--- src/hw/rtl/gmss_pkg.sv ---
package gmss_pkg;

  // action codes of an input item
  localparam logic [1:0] ACT_TICK   = 2'd0;
  localparam logic [1:0] ACT_FIX    = 2'd1;
  localparam logic [1:0] ACT_MANUAL = 2'd2;

  // configuration register indexes
  localparam int unsigned CFG_IDX_W = 3;
  localparam int unsigned CFG_DATA_W = 16;
  localparam logic [CFG_IDX_W-1:0] REG_MODES_COUNT = 3'd0;
  localparam logic [CFG_IDX_W-1:0] REG_DWELL_TICKS = 3'd1;
  localparam logic [CFG_IDX_W-1:0] REG_PDOP_LIMIT  = 3'd2;
  localparam logic [CFG_IDX_W-1:0] REG_BAD_LIMIT   = 3'd3;
  localparam logic [CFG_IDX_W-1:0] REG_START_MODE  = 3'd4;
  localparam logic [CFG_IDX_W-1:0] REG_STANDBY     = 3'd5;

  // fixed constants of the selector
  localparam logic [7:0]  INVALID_RUN_LIMIT = 8'd200;
  localparam logic [3:0]  BEST_MODE_RESET   = 4'd7;
  localparam logic [15:0] BEST_PDOP_RESET   = 16'hFFFF;

  typedef struct packed {
    logic [1:0]  action;
    logic        fix_valid;
    logic [15:0] pdop_hundredths;
    logic [3:0]  manual_mode;
    logic [3:0]  manual_search_mode;
  } in_t;

  typedef struct packed {
    logic        apply_strobe;
    logic [3:0]  applied_mode;
    logic [3:0]  current_mode;
    logic [3:0]  search_position;
    logic        search_done;
    logic [3:0]  found_mode;
    logic [15:0] found_pdop;
  } out_t;

  typedef struct packed {
    logic [3:0]  modes_count;
    logic [15:0] dwell_ticks;
    logic [15:0] pdop_limit;
    logic [7:0]  bad_limit;
    logic [3:0]  search_start_mode;
    logic        standby;
  } cfg_t;

  typedef struct packed {
    logic [3:0]  mode_now;
    logic [3:0]  srch_pos;
    logic [15:0] dwell_cnt;
    logic [3:0]  best_mode;
    logic [15:0] best_pdop;
    logic [7:0]  bad_cnt;
    logic [7:0]  inval_cnt;
  } state_t;

  localparam cfg_t CFG_RESET = '{
    modes_count:       4'd7,
    dwell_ticks:       16'd240,
    pdop_limit:        16'd400,
    bad_limit:         8'd60,
    search_start_mode: 4'd7,
    standby:           1'b0
  };

  localparam state_t STATE_RESET = '{
    mode_now:  4'd7,
    srch_pos:  4'd7,
    dwell_cnt: 16'd0,
    best_mode: BEST_MODE_RESET,
    best_pdop: BEST_PDOP_RESET,
    bad_cnt:   8'd0,
    inval_cnt: 8'd0
  };

endpackage

--- src/hw/rtl/gmss_cfg.sv ---
module gmss_cfg (
  input  logic                             clk,
  input  logic                             rst_n,
  input  logic                             cfg_we,
  input  logic [gmss_pkg::CFG_IDX_W-1:0]   cfg_index,
  input  logic [gmss_pkg::CFG_DATA_W-1:0]  cfg_data,
  output gmss_pkg::cfg_t                   cfg
);

  gmss_pkg::cfg_t cfg_r;

  // register file, writes to unknown indexes are dropped
  always_ff @(posedge clk) begin
    if (!rst_n) begin
      cfg_r <= gmss_pkg::CFG_RESET;
    end else if (cfg_we) begin
      unique case (cfg_index)
        gmss_pkg::REG_MODES_COUNT: cfg_r.modes_count       <= cfg_data[3:0];
        gmss_pkg::REG_DWELL_TICKS: cfg_r.dwell_ticks       <= cfg_data;
        gmss_pkg::REG_PDOP_LIMIT:  cfg_r.pdop_limit        <= cfg_data;
        gmss_pkg::REG_BAD_LIMIT:   cfg_r.bad_limit         <= cfg_data[7:0];
        gmss_pkg::REG_START_MODE:  cfg_r.search_start_mode <= cfg_data[3:0];
        gmss_pkg::REG_STANDBY:     cfg_r.standby           <= cfg_data[0];
        default: ;
      endcase
    end
  end

  assign cfg = cfg_r;

endmodule

--- src/hw/rtl/gmss_step.sv ---
module gmss_step (
  input  gmss_pkg::state_t st,
  input  gmss_pkg::cfg_t   cfg,
  input  gmss_pkg::in_t    item,
  output gmss_pkg::state_t st_nxt,
  output gmss_pkg::out_t   res
);

  always_comb begin
    logic [15:0] dwell_inc;
    logic [4:0]  pos_inc;
    logic [7:0]  bad_inc;
    logic        p_nz;

    st_nxt    = st;
    res       = '0;
    dwell_inc = st.dwell_cnt + 16'd1;
    pos_inc   = {1'b0, st.srch_pos} + 5'd1;
    bad_inc   = st.bad_cnt + 8'd1;
    p_nz      = (item.pdop_hundredths != 16'd0);

    unique case (item.action)
      // report tick: dwell on the current position, advance, finish
      gmss_pkg::ACT_TICK: begin
        if (!cfg.standby && (st.srch_pos != 4'd0)) begin
          if (st.dwell_cnt == 16'd0) begin
            res.apply_strobe = 1'b1;
            res.applied_mode = st.srch_pos;
            st_nxt.mode_now  = st.srch_pos;
          end
          st_nxt.dwell_cnt = dwell_inc;
          if (dwell_inc > cfg.dwell_ticks) begin
            st_nxt.dwell_cnt = 16'd0;
            if (pos_inc > {1'b0, cfg.modes_count}) begin
              st_nxt.srch_pos  = 4'd0;
              res.apply_strobe = 1'b1;
              res.applied_mode = st.best_mode;
              st_nxt.mode_now  = st.best_mode;
              res.search_done  = 1'b1;
              res.found_mode   = st.best_mode;
              res.found_pdop   = st.best_pdop;
              st_nxt.best_mode = gmss_pkg::BEST_MODE_RESET;
              st_nxt.best_pdop = gmss_pkg::BEST_PDOP_RESET;
            end else begin
              st_nxt.srch_pos = pos_inc[3:0];
            end
          end
        end
      end
      // fix report: track best pdop, count bad and invalid fixes
      gmss_pkg::ACT_FIX: begin
        if (item.fix_valid) begin
          if (p_nz && (item.pdop_hundredths < st.best_pdop) && (st.srch_pos != 4'd0)) begin
            st_nxt.best_pdop = item.pdop_hundredths;
            st_nxt.best_mode = st.srch_pos;
          end
          if (p_nz && (item.pdop_hundredths < cfg.pdop_limit)) begin
            st_nxt.bad_cnt = 8'd0;
          end
          if ((!p_nz || (item.pdop_hundredths > cfg.pdop_limit)) && (st.srch_pos == 4'd0)) begin
            if (bad_inc > cfg.bad_limit) begin
              st_nxt.bad_cnt  = 8'd0;
              st_nxt.srch_pos = cfg.search_start_mode;
            end else begin
              st_nxt.bad_cnt = bad_inc;
            end
          end
        end else begin
          if (st.inval_cnt < gmss_pkg::INVALID_RUN_LIMIT) begin
            st_nxt.inval_cnt = st.inval_cnt + 8'd1;
          end else begin
            st_nxt.inval_cnt = 8'd0;
            st_nxt.srch_pos  = cfg.search_start_mode;
          end
        end
      end
      // manual override, no apply
      gmss_pkg::ACT_MANUAL: begin
        st_nxt.mode_now = item.manual_mode;
        st_nxt.srch_pos = (item.manual_search_mode <= cfg.modes_count) ?
                          item.manual_search_mode : 4'd0;
      end
      default: ;
    endcase

    res.current_mode    = st_nxt.mode_now;
    res.search_position = st_nxt.srch_pos;
  end

endmodule

--- src/hw/rtl/gnss_mode_search_selector_core.sv ---
// GNSS constellation mode selector driven by PDOP. One input item (report tick,
// fix report or manual override) is accepted per clock unless out_ready stalls a
// full result register; each gives exactly one result item, held in the input
// register, then in the result register. The throughput of one item per cycle is
// set by the selector state, read and rewritten in the same cycle by one compare and
// increment step. The user writes configuration via cfg_we, cfg_index and cfg_data
// only while no item is in flight, not enforced; indexes above five are ignored.
module gnss_mode_search_selector_core (
  input  logic                             clk,
  input  logic                             rst_n,
  input  logic                             in_valid,
  output logic                             in_ready,
  input  gmss_pkg::in_t                    in_data,
  output logic                             out_valid,
  input  logic                             out_ready,
  output gmss_pkg::out_t                   out_data,
  input  logic                             cfg_we,
  input  logic [gmss_pkg::CFG_IDX_W-1:0]   cfg_index,
  input  logic [gmss_pkg::CFG_DATA_W-1:0]  cfg_data
);

  gmss_pkg::cfg_t   cfg;
  gmss_pkg::state_t st_r;
  gmss_pkg::state_t st_nxt;
  gmss_pkg::in_t    in_data_r;
  gmss_pkg::out_t   res;
  gmss_pkg::out_t   out_data_r;
  logic             in_v_r;
  logic             out_v_r;
  logic             slot_free;
  logic             advance;

  // configuration registers
  gmss_cfg u_cfg (
    .clk       (clk),
    .rst_n     (rst_n),
    .cfg_we    (cfg_we),
    .cfg_index (cfg_index),
    .cfg_data  (cfg_data),
    .cfg       (cfg)
  );

  // one selector step per item
  gmss_step u_step (
    .st     (st_r),
    .cfg    (cfg),
    .item   (in_data_r),
    .st_nxt (st_nxt),
    .res    (res)
  );

  // flow control between input and result registers
  assign slot_free = !out_v_r || out_ready;
  assign advance   = in_v_r && slot_free;
  assign in_ready  = !in_v_r || slot_free;

  // valid flags and selector state
  always_ff @(posedge clk) begin
    if (!rst_n) begin
      in_v_r  <= 1'b0;
      out_v_r <= 1'b0;
      st_r    <= gmss_pkg::STATE_RESET;
    end else begin
      if (in_ready) begin
        in_v_r <= in_valid;
      end
      if (slot_free) begin
        out_v_r <= in_v_r;
      end
      if (advance) begin
        st_r <= st_nxt;
      end
    end
  end

  // payload registers
  always_ff @(posedge clk) begin
    if (in_valid && in_ready) begin
      in_data_r <= in_data;
    end
    if (advance) begin
      out_data_r <= res;
    end
  end

  assign out_valid = out_v_r;
  assign out_data  = out_data_r;

endmodule

--- config.mk ---
export PLATFORM = sky130hd
export DESIGN_NAME = gnss_mode_search_selector_core
export DESIGN_NICKNAME = d
export VERILOG_FILES = /design/src/hw/rtl/gmss_pkg.sv /design/src/hw/rtl/gmss_cfg.sv /design/src/hw/rtl/gmss_step.sv /design/src/hw/rtl/gnss_mode_search_selector_core.sv
export SDC_FILE = /design/constraint.sdc
export NUM_CORES = 1
export LEC_CHECK = 0
export ABC_CLOCK_PERIOD_IN_PS = 6950
export BUFFER_PORTS_ARGS = -buffer_cell sky130_fd_sc_hd__buf_2
export CAP_MARGIN = 15
export CORE_ASPECT_RATIO = 0.6
export CORE_UTILIZATION = 47
export CTS_CLUSTER_DIAMETER = 30
export DETAILED_ROUTE_END_ITERATION = 8
export PLACE_DENSITY = 0.75
export SYNTH_ARGS = -nofsm -noshare
export SYNTH_HDL_FRONTEND = slang
export SYNTH_SLANG_ARGS = --single-unit
--- constraint.sdc ---
create_clock -name clk -period 6.95 [get_ports clk]
set_input_delay 1.39 -clock clk [delete_from_list [all_inputs] [get_ports clk]]
set_output_delay 1.39 -clock clk [all_outputs]
set_load 0.01 [all_outputs]
==> impl_metrics.csv <==
group,metric,value,unit
placed_design,gp_congestion,0.898,
routing,num_vias,7537,
pwr,power,2.34,mW
clocking,numCtsBuffers,17,
routing,drtIter0Drc,738,
sta,setup-violations-final,0,
global_routing,grt_use_total,23.2,%
status,status,"complete, no violations",
pwr,p_leak,4.26,nW
sta,worst-slew-pin-transition,1.07,ns
clocking,cts_root_buf,"clkbuf_16",
clocking,cts_tree,"built",
synth,synth_nets,1118,
worst_setup_path,cp_max_fo,22,
sta,rsz0062_at_grt,"false",
worst_setup_path,critPathCaptureType,"flip-flop",
job,cap_violations,0,
synth,syn-cell-area,9220,um^2
placed_design,post_dp_cell_area,9800,um^2
synth,yosys_warnings,0,
clocking,clkTransAtPathRegs,0.07,ns
floorplan,core,19100,um^2
synth,synthCells,998,
clocking,ctsHoldBuffers,0,
cells_and_area,fillers,1778,
sta,timing.fmax,0.218,GHz
cells_and_area,syn_to_final_growth,13.7,%
clocking,postCtsSetupBuffers,0,
synth,yosysTopAreaCell,"dfxtp_1",
floorplan,die-height,110,um
sta,hold_viol,0,
cells_and_area,mostFrequentLayoutCells,"nand2_1 (130), dfxtp_1 (111), a21oi_1 (100)",
global_routing,grt_pass1_wl,36.3,mm
floorplan,fp.dieArea,20200,um^2
cells_and_area,final_design_area_no_fill,10500,um^2
cells_and_area,n_antenna_cell,0,
synth,ys_seq_elements,172,
synth,synth-seq-area-share,44.0,%
synth,yosys-top-cells-area,"dfxtp_1 (24%), edfxtp_1 (20%), ha_1 (9.4%)",
worst_setup_path,crit_required,7.13,ns
synth,synth_edf_count,61,
floorplan,num_rows,39,
global_routing,grt_overflow,0,
clocking,post_cts_resized,0,
synth,synth_cell_types,74,
synth,avgSynthCellArea,9.23,um^2
placed_design,port-buffer-count,86,
clocking,clockBufferDepth,2,
global_routing,grt_max_degree,77,
global_routing,first_global_vias,6928,
clocking,htreeDepth,4,
routing,drc,0,
synth,synth_top_cell_area_share,24.1,%
cells_and_area,final_util,54.8,%
cells_and_area,stdcell_count,1346,
clocking,clk_latency,0.44,ns
routing,drt-pass1-iter-count,5,
sta,period_minus_slack,4.60,ns
pwr,power_density,223,nW/um^2
min_path,hold_class,"flip-flop to flip-flop",
worst_setup_path,critPathKind,"flip-flop to flip-flop",
floorplan,ios,87,
routing,drt-wirelength-per-cell,17.1,um
routing,avgViaCountPerCell,5.60,
placed_design,dp_slack,2.43,ns
global_routing,antenna_found_initial,0,
pwr,peakVddDrop,0.000187,V
synth,ys.flop_type,"dfxtp_1",
clocking,clock-sinks,172,
routing,drtAntennaViolNets,0,
sta,finalCritPeriodShare,66.1,%
sta,slew_violations,0,
floorplan,start_util,48.2,%
cells_and_area,layout-drive-gt1-share,15.2,%
routing,drt-total-wl,23.0,mm
sta,slew_headroom,28.1,%
sta,timing.hold.ws,0.457,ns
floorplan,die_w,183,um
sta,tns,0,ns
cells_and_area,final_common_cell,"nand2_1",
sta,fin_skew,0.0108,ns
placed_design,dp_hpwl,16.6,mm
synth,synthArstFlopShare,0,%
sta,setup_ws,2.35,ns
worst_setup_path,cp-start-kind,"flip-flop",
cells_and_area,nNetsFinal,1187,
placed_design,place_inst,1311,
worst_setup_path,cp_data_arrival_time,4.78,ns
metal layers:
metal  GRT usage, %  vias up  part of all wire, %
met5              0        -                    0
met2           33.0      273                   41
met1           34.6     3547                   50
met4           7.11        0                  1.7
li1               -     3685                    -
met3           5.41       32                  7.3
Yosys cell counts, types with 15 or more instances:
library cell / count
nand3_1: 26
xor2_1: 15
ha_1: 69
mux2i_1: 32
nand4_1: 15
o21ai_0: 28
a21oi_1: 100
clkbuf_1: 30
dfxtp_1: 111
nor3_1: 28
nand2_1: 130
o211ai_1: 16
inv_1: 70
edfxtp_1: 61
nor2_1: 70
worst paths after layout:
path | startpoint | slack (ns) | end | cells after the start
max | st_r[36] | 2.35 | out_data[28] | 14
min | u_cfg.cfg[40] | 0.46 | u_cfg.cfg[40] | 2
max reg2reg | st_r[36] | 2.35 | out_data[28] | 14
min reg2reg | u_cfg.cfg[40] | 0.46 | u_cfg.cfg[40] | 2
state kept, by name, summed over array words and instances (netlist names):
signal / flops
in_data_r: 27
in_v_r: 1
out_data: 34
out_valid: 1
st_r: 60
u_cfg.cfg: 49
cell families after synthesis:
| kind of cell | synth area share [%] |
|---|---|
| simple gates | 19.1 |
| compound gates | 15.8 |
| flops | 44.0 |
| buf+inv | 5.36 |
| fa+ha+maj | 9.37 |
| mux | 3.72 |
| xor+xnor | 2.66 |
final cells by class:
| type | instances | area (um^2) | area share, % |
|---|---|---|---|
| sequential | 172 | 4050 | 38.7 |
| clock buffer | 20 | 479 | 4.57 |
| clock inverter | 12 | 169 | 1.61 |
| inverter | 71 | 267 | 2.54 |
| timing repair buffer | 95 | 503 | 4.80 |
| tap | 266 | 333 | 3.18 |
| multi-input combinational | 710 | 4680 | 44.6 |
worst max-delay path, cell delays in order, from the launching register on:
cell and delay, ns:
dfxtp_1 0.42, ha_1 0.28, nand3_2 0.16, nor3_2 0.36, and4_1 0.34, and3_1 0.21
xor2_1 0.26, ha_1 0.19, nand4_1 0.13, a211o_1 0.26, a31oi_2 0.16, o21a_2 0.47
nand2_1 0.61, o211ai_1 0.42, nand2_1 0.07
power breakdown:
part	total (mW)	switching, mW	internal [mW]	leakage (nW)
clock network	1.05	0.427	0.618	0.319
registers	1.10	0.0286	1.07	1.50
logic	0.188	0.119	0.0688	2.45
(Power assumes the default switching activity.)
